$ cat src/design/ipc_pkg.sv
// ----------------------------------------------------------------------------
// ipc_pkg
// Types and constants of the irrigation pump controller.
// ----------------------------------------------------------------------------
package ipc_pkg;

    localparam int unsigned MoistW = 10;
    localparam int unsigned CntW   = 8;
    localparam int unsigned CfgIdxW  = 3;
    localparam int unsigned CfgDataW = 10;

    localparam logic [CntW-1:0] CntMax = 8'hFF;

    typedef enum logic [CfgIdxW-1:0] {
        CFG_MOISTURE_LOW     = 3'd0,
        CFG_MOISTURE_HIGH    = 3'd1,
        CFG_AUTO_MAX_SECONDS = 3'd2,
        CFG_MANUAL_SECONDS   = 3'd3,
        CFG_SAMPLE_INTERVAL  = 3'd4
    } t_cfg_idx;

    localparam logic [MoistW-1:0] MoistureLowRst  = 10'd300;
    localparam logic [MoistW-1:0] MoistureHighRst = 10'd800;
    localparam logic [CntW-1:0]   AutoMaxRst      = 8'd5;
    localparam logic [CntW-1:0]   ManualSecRst    = 8'd5;
    localparam logic [CntW-1:0]   SampleIntRst    = 8'd1;

    typedef struct packed {
        logic              mode_button;
        logic              water_button;
        logic [MoistW-1:0] soil_moisture;
    } t_tick;

    typedef struct packed {
        logic pump_on;
        logic water_led;
        logic manual_mode;
    } t_result;

    function automatic logic [CntW-1:0] sat_inc(input logic [CntW-1:0] v);
        logic [CntW-1:0] r;
        r = (v == CntMax) ? CntMax : v + 1'b1;
        return r;
    endfunction

endpackage

$ cat src/design/ipc_tick_if.sv
// ----------------------------------------------------------------------------
// ipc_tick_if
// Valid/ready channel carrying one tick item.
// ----------------------------------------------------------------------------
interface ipc_tick_if;
    logic           valid;
    logic           ready;
    ipc_pkg::t_tick data;

    modport source (output valid, output data, input ready);
    modport sink   (input valid, input data, output ready);
endinterface

$ cat src/design/ipc_result_if.sv
// ----------------------------------------------------------------------------
// ipc_result_if
// Valid/ready channel carrying one result item.
// ----------------------------------------------------------------------------
interface ipc_result_if;
    logic             valid;
    logic             ready;
    ipc_pkg::t_result data;

    modport source (output valid, output data, input ready);
    modport sink   (input valid, input data, output ready);
endinterface

$ cat src/design/irrigation_pump_controller_top.sv
// ----------------------------------------------------------------------------
// irrigation_pump_controller_top
// Moisture hysteresis pump control with auto/manual mode and timed watering.
// ----------------------------------------------------------------------------
//  channel    dir  payload                                      handshake
//  i_item     in   mode_button, water_button, soil_moisture     valid/ready
//  o_result   out  pump_on, water_led, manual_mode              valid/ready
//  cfg        in   i_cfg_we, i_cfg_idx, i_cfg_data              write only
//
//  One item per cycle while o_result is not stalled; its result is valid the cycle after acceptance.
//  The state update and the result register load in the accepting cycle.
//  Synchronous active-low reset restores the register defaults, auto mode,
//  pump off and both counters at zero.
//  i_item.ready is high while the result register is empty or being taken.
// ----------------------------------------------------------------------------
module irrigation_pump_controller_top (
    input  logic                             i_clk,
    input  logic                             i_rst_n,
    ipc_tick_if.sink                         i_item,
    ipc_result_if.source                     o_result,
    input  logic                             i_cfg_we,
    input  logic [ipc_pkg::CfgIdxW-1:0]      i_cfg_idx,
    input  logic [ipc_pkg::CfgDataW-1:0]     i_cfg_data
);

    logic [ipc_pkg::MoistW-1:0] r_moist_low;
    logic [ipc_pkg::MoistW-1:0] r_moist_high;
    logic [ipc_pkg::CntW-1:0]   r_auto_max;
    logic [ipc_pkg::CntW-1:0]   r_manual_sec;
    logic [ipc_pkg::CntW-1:0]   r_sample_int;

    logic                       r_manual;
    logic                       r_pump;
    logic [ipc_pkg::CntW-1:0]   r_water_cnt;
    logic [ipc_pkg::CntW-1:0]   r_sample_cnt;

    logic                       n_manual;
    logic                       n_pump;
    logic [ipc_pkg::CntW-1:0]   n_water_cnt;
    logic [ipc_pkg::CntW-1:0]   n_sample_cnt;

    logic                       r_out_valid;
    ipc_pkg::t_result           r_out_data;

    logic                       accept;

    assign i_item.ready    = !r_out_valid || o_result.ready;
    assign accept          = i_item.valid && i_item.ready;
    assign o_result.valid  = r_out_valid;
    assign o_result.data   = r_out_data;

    always_ff @(posedge i_clk) begin
        if (!i_rst_n) begin
            r_moist_low  <= ipc_pkg::MoistureLowRst;
            r_moist_high <= ipc_pkg::MoistureHighRst;
            r_auto_max   <= ipc_pkg::AutoMaxRst;
            r_manual_sec <= ipc_pkg::ManualSecRst;
            r_sample_int <= ipc_pkg::SampleIntRst;
        end else if (i_cfg_we) begin
            unique case (ipc_pkg::t_cfg_idx'(i_cfg_idx))
                ipc_pkg::CFG_MOISTURE_LOW:     r_moist_low  <= i_cfg_data;
                ipc_pkg::CFG_MOISTURE_HIGH:    r_moist_high <= i_cfg_data;
                ipc_pkg::CFG_AUTO_MAX_SECONDS:
                    r_auto_max   <= i_cfg_data[ipc_pkg::CntW-1:0];
                ipc_pkg::CFG_MANUAL_SECONDS:
                    r_manual_sec <= i_cfg_data[ipc_pkg::CntW-1:0];
                ipc_pkg::CFG_SAMPLE_INTERVAL:
                    r_sample_int <= i_cfg_data[ipc_pkg::CntW-1:0];
                default: ;
            endcase
        end
    end

    always_comb begin
        logic                     pump;
        logic [ipc_pkg::CntW-1:0] wcnt;
        logic [ipc_pkg::CntW-1:0] scnt;
        logic                     mode;

        scnt = ipc_pkg::sat_inc(r_sample_cnt);
        mode = r_manual ^ i_item.data.mode_button;
        pump = r_pump && !(i_item.data.mode_button && !r_manual);
        wcnt = r_water_cnt;

        if (!mode) begin
            if (scnt >= r_sample_int) begin
                scnt = '0;
                if (!pump) begin
                    if (i_item.data.soil_moisture < r_moist_low) begin
                        pump = 1'b1;
                        wcnt = '0;
                    end
                end else if (i_item.data.soil_moisture > r_moist_high) begin
                    pump = 1'b0;
                end
            end
            if (pump) begin
                wcnt = ipc_pkg::sat_inc(wcnt);
                if (wcnt > r_auto_max) begin
                    pump = 1'b0;
                end
            end
        end else begin
            if (i_item.data.water_button && !pump) begin
                pump = 1'b1;
                wcnt = '0;
            end
            if (pump) begin
                wcnt = ipc_pkg::sat_inc(wcnt);
                if (wcnt >= r_manual_sec) begin
                    pump = 1'b0;
                end
            end
        end

        n_manual     = mode;
        n_pump       = pump;
        n_water_cnt  = wcnt;
        n_sample_cnt = scnt;
    end

    always_ff @(posedge i_clk) begin
        if (!i_rst_n) begin
            r_manual     <= 1'b0;
            r_pump       <= 1'b0;
            r_water_cnt  <= '0;
            r_sample_cnt <= '0;
            r_out_valid  <= 1'b0;
        end else begin
            if (accept) begin
                r_manual     <= n_manual;
                r_pump       <= n_pump;
                r_water_cnt  <= n_water_cnt;
                r_sample_cnt <= n_sample_cnt;
                r_out_valid  <= 1'b1;
            end else if (o_result.ready) begin
                r_out_valid  <= 1'b0;
            end
        end
    end

    always_ff @(posedge i_clk) begin
        if (accept) begin
            r_out_data.pump_on     <= n_pump;
            r_out_data.water_led   <= n_pump;
            r_out_data.manual_mode <= n_manual;
        end
    end

endmodule

$ cat src/flat_wrapper.sv
// flat-port wrapper written by rule: the top's interface ports become plain ports
module irrigation_pump_controller_top_flat 
  (i_clk, i_rst_n, i_cfg_we, i_cfg_idx, i_cfg_data, i_item_valid, i_item_data, i_item_ready, o_result_valid, o_result_data, o_result_ready);
  ipc_tick_if i_item_i ();
  ipc_result_if o_result_i ();
  input  logic i_clk;
  input  logic i_rst_n;
  input  logic i_cfg_we;
  input  logic [ipc_pkg::CfgIdxW-1:0] i_cfg_idx;
  input  logic [ipc_pkg::CfgDataW-1:0] i_cfg_data;
  input wire logic [$bits(i_item_i.valid)-1:0] i_item_valid;
  input wire logic [$bits(i_item_i.data)-1:0] i_item_data;
  output wire logic [$bits(i_item_i.ready)-1:0] i_item_ready;
  output wire logic [$bits(o_result_i.valid)-1:0] o_result_valid;
  output wire logic [$bits(o_result_i.data)-1:0] o_result_data;
  input wire logic [$bits(o_result_i.ready)-1:0] o_result_ready;
  assign i_item_i.valid = i_item_valid;
  assign i_item_i.data = i_item_data;
  assign i_item_ready = i_item_i.ready;
  assign o_result_valid = o_result_i.valid;
  assign o_result_data = o_result_i.data;
  assign o_result_i.ready = o_result_ready;
  irrigation_pump_controller_top u_core (.i_clk(i_clk), .i_rst_n(i_rst_n), .i_item(i_item_i), .o_result(o_result_i), .i_cfg_we(i_cfg_we), .i_cfg_idx(i_cfg_idx), .i_cfg_data(i_cfg_data));
endmodule
$ cat config.mk
export PLATFORM = sky130hd
export DESIGN_NAME = irrigation_pump_controller_top_flat
export DESIGN_NICKNAME = d
export VERILOG_FILES = /design/src/design/ipc_pkg.sv /design/src/design/ipc_tick_if.sv /design/src/design/ipc_result_if.sv /design/src/design/irrigation_pump_controller_top.sv /design/src/flat_wrapper.sv
export SDC_FILE = /design/constraint.sdc
export NUM_CORES = 1
export LEC_CHECK = 0
export ABC_AREA = 0
export ABC_CLOCK_PERIOD_IN_PS = 8450
export BUFFER_PORTS_ARGS = -buffer_cell sky130_fd_sc_hd__buf_4
export CORE_MARGIN = 2
export CORE_UTILIZATION = 29
export DETAILED_ROUTE_END_ITERATION = 10
export RECOVER_POWER = 50
export SLEW_MARGIN = 20
export SYNTH_ARGS = -nofsm -noshare
export SYNTH_HDL_FRONTEND = slang
export SYNTH_SLANG_ARGS = --single-unit
$ cat constraint.sdc
create_clock -name i_clk -period 8.45 [get_ports i_clk]
set_input_delay 0 -clock i_clk [delete_from_list [all_inputs] [get_ports i_clk]]
set_output_delay 0 -clock i_clk [all_outputs]
set_load 0.01 [all_outputs]
==> results of run 1 <==
==> logic make-up (layout without fill, tap and decap cells) <==
logic type / after synthesis / after routing
AO/OA/AOI/OAI: 135 / 135
XOR/XNOR: 8 / 8
AND/OR/NAND/NOR: 215 / 215
buffers and inverters: 77 / 115
flip-flops: 65 / 65
multiplexers: 2 / 2
adder cells (fa/ha/maj): 47 / 47
==> through the flow <==
stage	power [mW]	hold WS, ns
floorplan	0.4301	0.1240
global placement	0.4665	0.2390
detailed placement	0.4690	0.2437
CTS	0.8227	0.09225
global route	0.8519	0.1237
finish	0.8152	0.09839
==> per-layer routing <==
layer  vias to the layer above  global-route usage
li1                       1971                   -
met1                      1816              0.1831
met2                       108              0.2527
met3                        26             0.02277
met4                         0             0.06874
met5                         -                   0
==> placed cells by master, fill, tap and decap left out, types with 4 or more instances in the layout <==
cell type,netlist,final
nor3_1,12,12
clkbuf_1,13,9
dfxtp_1,63,63
o211ai_1,9,9
clkbuf_16,0,9
dlygate4sd3_1,0,13
nand2_1,111,111
inv_1,50,50
o21ai_0,13,13
a211oi_1,4,4
nor2b_1,6,6
buf_4,1,26
clkinvlp_4,0,4
nand3_1,22,22
a21oi_1,56,56
a22oi_1,10,10
xor2_1,7,7
nand2b_1,8,8
and2_1,5,5
a21o_1,6,6
and3_1,9,9
ha_1,47,47
nor2_1,26,26
==> state kept, by name (all words and copies together) (netlist names) <==
name	count
u_core.r_moist_high	10
u_core.r_moist_low	10
u_core.r_auto_max	8
u_core.r_manual_sec	8
u_core.r_sample_cnt	8
u_core.r_sample_int	8
u_core.r_water_cnt	8
u_core.o_result.data	2
u_core.o_result.valid	1
u_core.r_manual	1
u_core.r_pump	1
==> area by class of cell <==
class / count / area, sq um / area share
multi-input combinational: 407 / 2534 / 0.5155
sequential: 65 / 1321 / 0.2688
timing repair buffer: 48 / 359.1 / 0.07307
tap: 184 / 230.2 / 0.04684
clock buffer: 9 / 225.2 / 0.04582
inverter: 51 / 191.4 / 0.03895
clock inverter: 7 / 53.80 / 0.01095
==> power by group through the flow <==
stage               registers [mW]  logic (mW)  clock network, mW
floorplan                    0.331      0.0986                  0
global placement             0.337       0.130                  0
detailed placement           0.336       0.133                  0
CTS                          0.330       0.138              0.355
global route                 0.332       0.152              0.368
finish                       0.330       0.136              0.350
==> worst min path at each step <==
| stage | slack [ns] | start | endpoint |
|---|---|---|---|
| CTS | 0.09 | i_cfg_idx[0] | u_core.r_auto_max[7] |
| finish | 0.1 | i_cfg_idx[0] | u_core.r_auto_max[5] |
| floorplan | 0.12 | i_cfg_data[0] | u_core.r_manual_sec[0] |
| global placement | 0.24 | i_cfg_data[9] | u_core.r_moist_high[9] |
| global route | 0.12 | i_cfg_idx[0] | u_core.r_auto_max[7] |
| detailed placement | 0.24 | i_cfg_data[8] | u_core.r_moist_high[8] |
==> tightest hold or removal path, stage by stage <==
cell and delay, ns:
buf_4 0.11, nor2_1 0.12, nand2_1 0.09, a21oi_1 0.05
==> what timing repair did <==
| action | CTS | global route |
|---|---|---|
| setup buffers | 0 | 0 |
| endpoints found under the hold margin | 45 | 0 |
| hold buffers | 13 | 0 |
==> metrics.csv, run 1 <==
metric,value,unit
hold_class,in -> reg,
ios,35,
start_kind,flip-flop,
grt_pass1_wl,18780,microns
required,8.68,ns
finalWirelength,11250,microns
dr.pass1.iters,5,
p_comb_frac,0.166,
grt_max_degree,41,
path_max_fanout,11,
nets,659,
initial_core_util,0.2936,
slew_violations,41,
violations,"max-capacitance violations, max-slew violations",
cts.sinks,65,
area_growth,16.49,%
fillers,1485,
diodes,0,
endpoint_kind,flip-flop,
async_flop_share,0,
grt_usage,0.1481,
synth_top_family_by_area,simple AND/OR/NAND/NOR gates,
final_cells,771,
dp_hpwl,8515,microns
drive_gt1_frac,0.09199,
pre_cts_ws,3.823,ns
cts_root_buffer,clkbuf_16,
fin_worst_skew,0.005233,ns
worstRegToRegCells,24,
muxShareOfSynthArea,0.004745,
cp.arrival,4.97,ns
cts_made_buffers,9,
synth_area,4219,sq um
synth_seq_cells,65,
crit_type,reg -> reg,
status,"finished, violations left",
max_stage_delay,0.41,ns
drv_cap,1,
synth_edf_count,2,
pwr-share-clk,0.429,
critPathCapture,u_core.r_pump,
final_util,0.3420,
layout_setup_ws,3.711,ns
critical_path_buf_inv_count,2,
p_leak,1.986,nW
finalHoldViolations,0,
synth_fa_ha_area_frac,0.1394,
timing.rr.start,u_core.r_sample_cnt[0],
cp.depth,24,
post-place-cells,742,
cts_tree,yes,
yosysUniqueCellTypes,59,
worst_pin_slew,1.877,ns
ys_top_cells_by_count,"111 x nand2_1, 63 x dfxtp_1, 56 x a21oi_1",
drt_iter0_markers,233,
clk_pin_slew,0.06,ns
overflow,0,
synth.area.top_cells,"dfxtp_1 30%, ha_1 14%, nand2_1 9.9%",
fmax,211.0,MHz
routabilityCongestion,0.9417,
die_y,124.6,microns
post_cts_resized,0,
die_w,124.6,microns
period_share,0.5608,
cts-htree-levels,3,
intPower,573.4,uW
relSlewSlack,-0.2510,
fp-row-count,44,
ys_seq_area_frac,0.3132,
synth-compound-area-share,0.2094,
synth-xor-area-share,0.01661,
synthCells,549,
p_sw_frac,0.2967,
final_design_area_no_fill,4915,sq um
met3WireLength,424,microns
via_per_inst,5.086,
avgSynthCellArea,7.685,sq um
highest_layer,met4,
synth.top_cell.area_share,0.2989,
cp-startpoint,u_core.r_sample_cnt[0],
vdd_drop_max,0.0001018,V
syn-num-nets,626,
synthSimpleGateAreaFrac,0.2304,
drt-met1-wl,5066,microns
antenna_found_initial,0,
postPlaceCellArea,4539,sq um
dr_wl_met2,5462,microns
r2r-end,u_core.r_pump,
finalSetupViolCount,0,
crit_chain,"ha_1, nand3_1, inv_1, nand3_1, nand2_1, inv_1, ha_1, nor2b_1, o21ai_1, a21oi_2, a211oi_2, nand2_1, and2_1, ha_1, and3_1, nor4_1, a21oi_1, ha_1, o21ai_0, a21oi_1, o21bai_1, a21oi_1, o31ai_1, o21ba_2",
cpMostUsedCell,ha_1,
yosysMostFrequentCell,nand2_1,
r2r_slack,3.71,ns
grt_pass1_vias,3824,
dieArea,15530,sq um
power.density,165.9,nW/um^2
vias,3921,
holdPathStages,4,
yosysTopAreaCell,dfxtp_1,
port_buffers,34,
avgRoutedWirePerCell,14.60,microns
seqPwrFrac,0.405,
final_antenna_net_count,0,
rsz0062_at_grt,no,
cts_buffer_depth,2,
cp_slowest_cell,dfxtp_1,
ys_warn_count,0,
cp_top_family,simple AND/OR/NAND/NOR gates,
coreArea,14370,sq um
drc,0,
synth_ff_type,dfxtp_1,
clk_latency,0.34,ns
fin_crit,4.739,ns
fin_tns_setup,0,ns
switching_power,241.9,uW
No activity file was read; power rests on OpenSTA's default activity.
==> run 2, diff against run 1 <==
--- a/config.mk
+++ b/config.mk
@@ -5,8 +5,8 @@
 export SDC_FILE = /design/constraint.sdc
 export NUM_CORES = 1
 export LEC_CHECK = 0
-export ABC_AREA = 0
-export ABC_CLOCK_PERIOD_IN_PS = 8450
+export ABC_AREA = 1
+export ABC_CLOCK_PERIOD_IN_PS = 4019
 export BUFFER_PORTS_ARGS = -buffer_cell sky130_fd_sc_hd__buf_4
 export CORE_MARGIN = 2
 export CORE_UTILIZATION = 29
==> constraint.sdc (replaced) <==
create_clock -name i_clk -period 4.02 [get_ports i_clk]
set_input_delay 0 -clock i_clk [delete_from_list [all_inputs] [get_ports i_clk]]
set_output_delay 0 -clock i_clk [all_outputs]
set_load 0.01 [all_outputs]
==> run 2 against run 1 <==
Effect of this change: the run ends with negative setup slack left; clock skew increased by 0.00087 ns; first-iteration DRC count shrank 43%; non-clock buffer count rose by 37; synthesized cell count up 12%; hold slack got worse by 0.077 ns; sequential share of layout area is 3.3 points lower; combinational power grew to 3.6 times the previous value; die area increased by 1.2%; total power grew to 2.5 times the previous value; global-route usage is 0.24 points lower; via count is 5.6% higher; critical path type unchanged.
==> metrics.csv, run 2 <==
metric,value,unit,change
worstRegToRegCells,30,,+25%
vias,4142,,+5.6%
cts_tree,yes,,
die_w,125.4,microns,+0.60%
regArea,1324,sq um,+0.19%
grt_usage,0.1457,,-0.002420
synth.top_cell.area_share,0.2953,,-0.003678
yosysTopAreaCell,dfxtp_1,,
yosysUniqueCellTypes,45,,-24%
dieArea,15720,sq um,+1.2%
diodes,0,,unchanged
fin_worst_hold_slack,0.02177,ns,-0.07662 ns
ios,35,,unchanged
r2r-end,u_core.r_pump,,
synth_ff_type,dfxtp_1,,
muxShareOfSynthArea,0,,-0.004745
fin_tns_setup,-0.03406,ns,-0.03406 ns
final_util,0.3872,,+0.04519
cts_root_buffer,clkbuf_16,,
use_met1,0.1841,,+0.0009913
drv_cap,0,,-1
clk_pin_slew,0.06,ns,about the same
drive_gt1_frac,0.2209,,+0.1290
synth.area.top_cells,"dfxtp_1 30%, ha_1 14%, nand2_1 10%",,
clk_latency,0.34,ns,about the same
synthCells,614,,+12%
cts_made_buffers,9,,unchanged
fillers,1492,,+0.47%
area_growth,31.25,%,
rsz0062_at_grt,yes,,
syn-num-nets,691,,+10%
async_flop_share,0,,unchanged
drt_iter0_markers,133,,-43%
synth-compound-area-share,0.2050,,-0.004333
grt_pass1_vias,3874,,+1.3%
hold_class,in -> reg,,
routabilityCongestion,0.8141,,-14%
vdd_drop_max,0.0002045,V,+100%
yosysMostFrequentCell,nand2_1,,
finalHoldViolations,0,,unchanged
dp_hpwl,8034,microns,-5.7%
cts.sinks,65,,unchanged
holdPathStages,3,,-1
avgSynthCellArea,6.957,sq um,-9.5%
cp-startpoint,u_core.r_sample_cnt[0],,
status,"finished, violations left",,
r2r_slack,-0.03,ns,-3.75 ns
finalWirelength,11330,microns,+0.69%
via_per_inst,4.701,,-7.6%
holdCritStartpoint,i_cfg_data[7],,
relSlewSlack,0.3541,,+0.6051
fin_worst_skew,0.006101,ns,+0.0008686 ns
fin_crit,4.054,ns,-0.6848 ns
path_max_fanout,7,,-4
coreArea,14480,sq um,+0.77%
synthSimpleGateAreaFrac,0.2323,,+0.001852
synth-xor-area-share,0.006151,,-0.01046
overflow,0,,unchanged
busiest_layer,met2,,
cp.arrival,4.33,ns,-0.64 ns
grtUsageMet3,0.02054,,-0.002227
synth_area,4272,sq um,+1.2%
timing.rr.start,u_core.r_sample_cnt[0],,
synth_top_family_by_area,simple AND/OR/NAND/NOR gates,,
crit_type,reg -> reg,,
port_buffers,34,,unchanged
max_stage_delay,0.35,ns,-0.06 ns
initial_core_util,0.2950,,+0.001397
grtUsageMet2,0.2558,,+0.003103
total_power,2.045,mW,+150%
p_leak,2.563,nW,+29%
ys_top_cells_by_count,"119 x nand2_1, 98 x inv_1, 81 x a21oi_1",,
synth_fa_ha_area_frac,0.1377,,-0.001715
final_antenna_net_count,0,,unchanged
violations,negative setup slack,,
start_kind,flip-flop,,
antenna_found_initial,0,,unchanged
finalSetupViolCount,1,,+1
fmax,246.7,MHz,+17%
power.density,364.8,nW/um^2,+120%
final_common_cell,nand2_1,,
period_share,1.008,,+0.4477
layout_setup_ws,-0.03406,ns,-3.745 ns
slew_violations,0,,-100%
fp-row-count,44,,unchanged
cpMostUsedCell,nand2_2,,
cts-htree-levels,3,,unchanged
synth_seq_cells,65,,unchanged
dr.pass1.iters,4,,-1
cp_slowest_cell,dfxtp_2,,
required,4.30,ns,-4.38 ns
avgRoutedWirePerCell,12.86,microns,-12%
grt_max_degree,50,,+22%
die_y,125.4,microns,+0.60%
cts_buffer_depth,2,,unchanged
whs_endpoint,u_core.r_sample_int[7],,
drc,0,,unchanged
ys_warn_count,0,,unchanged
ys_seq_area_frac,0.3093,,-0.003853
layout_common_cells,"110 x nand2_1, 90 x inv_1, 79 x a21oi_1",,
pre_cts_ws,-0.1875,ns,-4.011 ns
synth_edf_count,2,,unchanged
endpoint_kind,flip-flop,,
worst_pin_slew,0.9614,ns,-0.9151 ns
top_regs,"u_core.r_moist_high x10, u_core.r_moist_low x10",,
nets,769,,+17%
multi_input_area,2693,sq um,+6.3%
grt_pass1_wl,18690,microns,-0.51%
==> run 2: power by group <==
part	leakage, nW	internal [mW]	total [mW]	switching (mW)
registers	0.534	0.681	0.704	0.0227
clock network	0.157	0.546	0.858	0.312
logic	1.87	0.210	0.483	0.273
==> run 2: cell families (layout without fill, tap and decap cells) <==
logic type | count (synthesis) | in the layout
flip-flops | 65 | 65
adder cells (fa/ha/maj) | 47 | 47
AO/OA/AOI/OAI | 163 | 163
AND/OR/NAND/NOR | 215 | 215
buffers and inverters | 121 | 204
XOR/XNOR | 3 | 3
==> run 2: metrics by stage <==
stage	instances	cell area, sq um
2_1_floorplan	614	4282
3_3_place_gp	832	4821
3_5_place_dp	832	4821
4_1_cts	870	5458
5_1_grt	881	5607
6_report	881	5607
==> run 2: area by class of cell <==
class	count	area share
Sequential cell	65	0.2361
Inverter	103	0.06896
Clock inverter	6	0.01629
Timing Repair Buffer	85	0.1165
Tap cell	184	0.04106
Multi-Input combinational cell	428	0.4802
Clock buffer	10	0.04084
==> run 2: how the worst max path moves through the flow <==
stage          cells after the start  slack, ns                       to
2_1_floorplan                     34       0.01  u_core.o_result.data[2]
3_3_place_gp                      32      -0.06            u_core.r_pump
3_5_place_dp                      36      -0.19            u_core.r_pump
4_1_cts                           34      0.005            u_core.r_pump
5_1_grt                           34      -0.37            u_core.r_pump
6_report                          30      -0.03            u_core.r_pump
==> run 2: critical path: cells and delay by family (launching register included) <==
family	cells	cell delay, ns
AO/OA/AOI/OAI	7	1.01
adder cells (fa/ha/maj)	4	0.77
flip-flops	1	0.35
AND/OR/NAND/NOR	15	1.51
buffers and inverters	4	0.34
==> run 2: repair_timing <==
item	CTS	global route
gates resized for setup	27	21
setup buffers	10	12
hold buffers	12	0
setup endpoints to repair	2	2
endpoints found under the hold margin	19	0
pin swaps	19	21
==> run 2: routing by layer <==
layer,vias to the layer above,wire [microns]
li1,2183,-
met1,1889,5197
met2,57,5671
met3,13,291
met4,0,170
met5,-,0
==> run 3, diff against run 2 <==
--- a/config.mk
+++ b/config.mk
@@ -8,7 +8,6 @@
 export ABC_AREA = 1
 export ABC_CLOCK_PERIOD_IN_PS = 4019
 export BUFFER_PORTS_ARGS = -buffer_cell sky130_fd_sc_hd__buf_4
-export CORE_MARGIN = 2
 export CORE_UTILIZATION = 29
 export DETAILED_ROUTE_END_ITERATION = 10
 export RECOVER_POWER = 50
==> run 3 against run 2 <==
Effect of this change: the flow still finishes with violations (negative setup slack); die area is 3.2% lower; first-iteration DRC count is 13% higher; core utilization is 0.11 points higher; flip-flop and latch count stayed put; fmax is 0.70% higher; design area is 2.0% lower; clock power is 6.4% higher; critical path type unchanged; largest power group unchanged; highest routed layer unchanged.
==> metrics.csv, run 3 (synthesized netlist as in run 2, its figures left out) <==
metric,value,unit,change
avgRoutedWirePerCell,12.92,microns,+0.47%
relSlewSlack,0.4338,,+0.07970
worst_pin_slew,0.8428,ns,-0.1186 ns
start_kind,flip-flop,,
antenna_found_initial,0,,unchanged
layout_setup_ws,-0.005770,ns,+0.02829 ns
final_common_cell,nand2_1,,
coreArea,14150,sq um,-2.3%
cp.arrival,4.25,ns,-0.08 ns
layout_common_cells,"110 x nand2_1, 92 x inv_1, 78 x a21oi_1",,
power.density,376.6,nW/um^2,+3.3%
holdPathStages,3,,unchanged
drt_iter0_markers,150,,+13%
port_buffers,34,,unchanged
fp-row-count,43,,-2.3%
status,"finished, violations left",,
finalWirelength,11140,microns,-1.7%
fmax,248.4,MHz,+0.70%
slew_violations,0,,unchanged
fin_worst_skew,0.01135,ns,+0.005250 ns
required,4.24,ns,-0.06 ns
nets,755,,-1.8%
cts-htree-levels,3,,unchanged
via_per_inst,4.619,,-1.7%
dieArea,15220,sq um,-3.2%
die_w,123.4,microns,-1.6%
grt_pass1_wl,18530,microns,-0.81%
dr.pass1.iters,4,,unchanged
cts_made_buffers,9,,unchanged
drc,0,,unchanged
worstRegToRegCells,36,,+20%
drive_gt1_frac,0.2038,,-0.01713
finalHoldViolations,0,,unchanged
ios,35,,unchanged
grt_pass1_vias,3818,,-1.4%
initial_core_util,0.3019,,+0.006861
endpoint_kind,flip-flop,,
grt_usage,0.1585,,+0.01283
fin_worst_hold_slack,0.01211,ns,-0.009658 ns
area_growth,28.65,%,
final_antenna_net_count,0,,unchanged
period_share,1.001,,-0.007038
violations,negative setup slack,,
cts.sinks,65,,unchanged
cts_root_buffer,clkbuf_16,,
cts_buffer_depth,2,,unchanged
total_power,2.070,mW,+1.2%
vdd_drop_max,0.0001817,V,-11%
cp_slowest_cell,dfxtp_2,,
dp_hpwl,8120,microns,+1.1%
drv_cap,0,,unchanged
cpMostUsedCell,nand2_2,,
top_regs,"u_core.r_moist_high x10, u_core.r_moist_low x10",,
routabilityCongestion,0.8316,,+2.1%
clk_pin_slew,0.06,ns,about the same
clk_latency,0.34,ns,about the same
cts_tree,yes,,
finalSetupViolCount,1,,unchanged
grt_max_degree,50,,unchanged
overflow,0,,unchanged
path_max_fanout,8,,+1
final_util,0.3884,,+0.001135
crit_type,reg -> reg,,
fin_crit,4.026,ns,-0.02829 ns
diodes,0,,unchanged
hold_class,in -> reg,,
max_stage_delay,0.35,ns,about the same
vias,3982,,-3.9%
rsz0062_at_grt,yes,,
p_leak,2.515,nW,-1.9%
die_y,123.4,microns,-1.6%
-- run 3: cell count changes in the layout (fill, tap and decap cells not counted), moves of 2 or more --
cell	previous run	this run
clkinv_4	2	0
buf_4	64	53
inv_2	12	10
inv_1	90	92
dlygate4sd3_1	12	9
-- run 3: cell type report --
class / instances / area (sq um)
tap: 180 / 225.2
inverter: 103 / 386.6
fill: 1458 / 8655
clock buffer: 9 / 225.2
clock inverter: 6 / 115.1
sequential: 65 / 1324
multi-input combinational: 428 / 2686
timing repair buffer: 71 / 533.0
-- run 3: power breakdown --
group | internal [mW] | switching, mW | leakage [nW]
Clock | 0.606 | 0.306 | 0.163
Sequential | 0.681 | 0.0228 | 0.534
Combinational | 0.187 | 0.266 | 1.82
-- run 3: layer usage --
layer,track usage,share of wire,up-vias
met5,0,0,-
met4,0.05572,0.018,0
met3,0.02629,0.027,17
met2,0.2696,0.48,44
met1,0.2011,0.47,1778
li1,-,-,2143
-- run 3: worst max-delay path: cells and delay by family (launching register included) --
kind	cells	cell delay, ns
AO/OA/AOI/OAI	3	0.34
adder cells (fa/ha/maj)	4	0.84
buffers and inverters	6	0.49
flip-flops	1	0.35
AND/OR/NAND/NOR	23	1.91
-- run 3: timing repair --
item | 4_1_cts | 5_1_grt
cloned | 0 | 0
resized for setup | 16 | 28
hold buffers | 9 | 0
endpoints found under the setup margin | 2 | 2
endpoints found under the hold margin | 16 | 0
pin swaps | 13 | 19
setup buffers | 9 | 4
-- run 3: final timing paths --
| check | startpoint | end | slack (ns) |
|---|---|---|---|
| worst max-delay path | u_core.r_sample_cnt[0] | u_core.r_pump | -0.006 |
| worst min-delay path | i_cfg_data[1] | u_core.r_moist_high[1] | 0.01 |
| worst max register to register | u_core.r_sample_cnt[0] | u_core.r_pump | -0.006 |
| worst min register to register | u_core.r_manual_sec[3] | u_core.r_manual_sec[3] | 0.46 |
-- run 3: metrics by stage --
step           setup WS, ns  instances    TNS, ns  instance area, sq um
6_report          -0.005770        862  -0.005770                  5495
2_1_floorplan       0.01110        614          0                  4282
3_5_place_dp        -0.1423        825    -0.2589                  4793
3_3_place_gp       -0.04218        825   -0.05978                  4793
5_1_grt             -0.2769        862    -0.5163                  5495
4_1_cts            0.007332        858          0                  5358
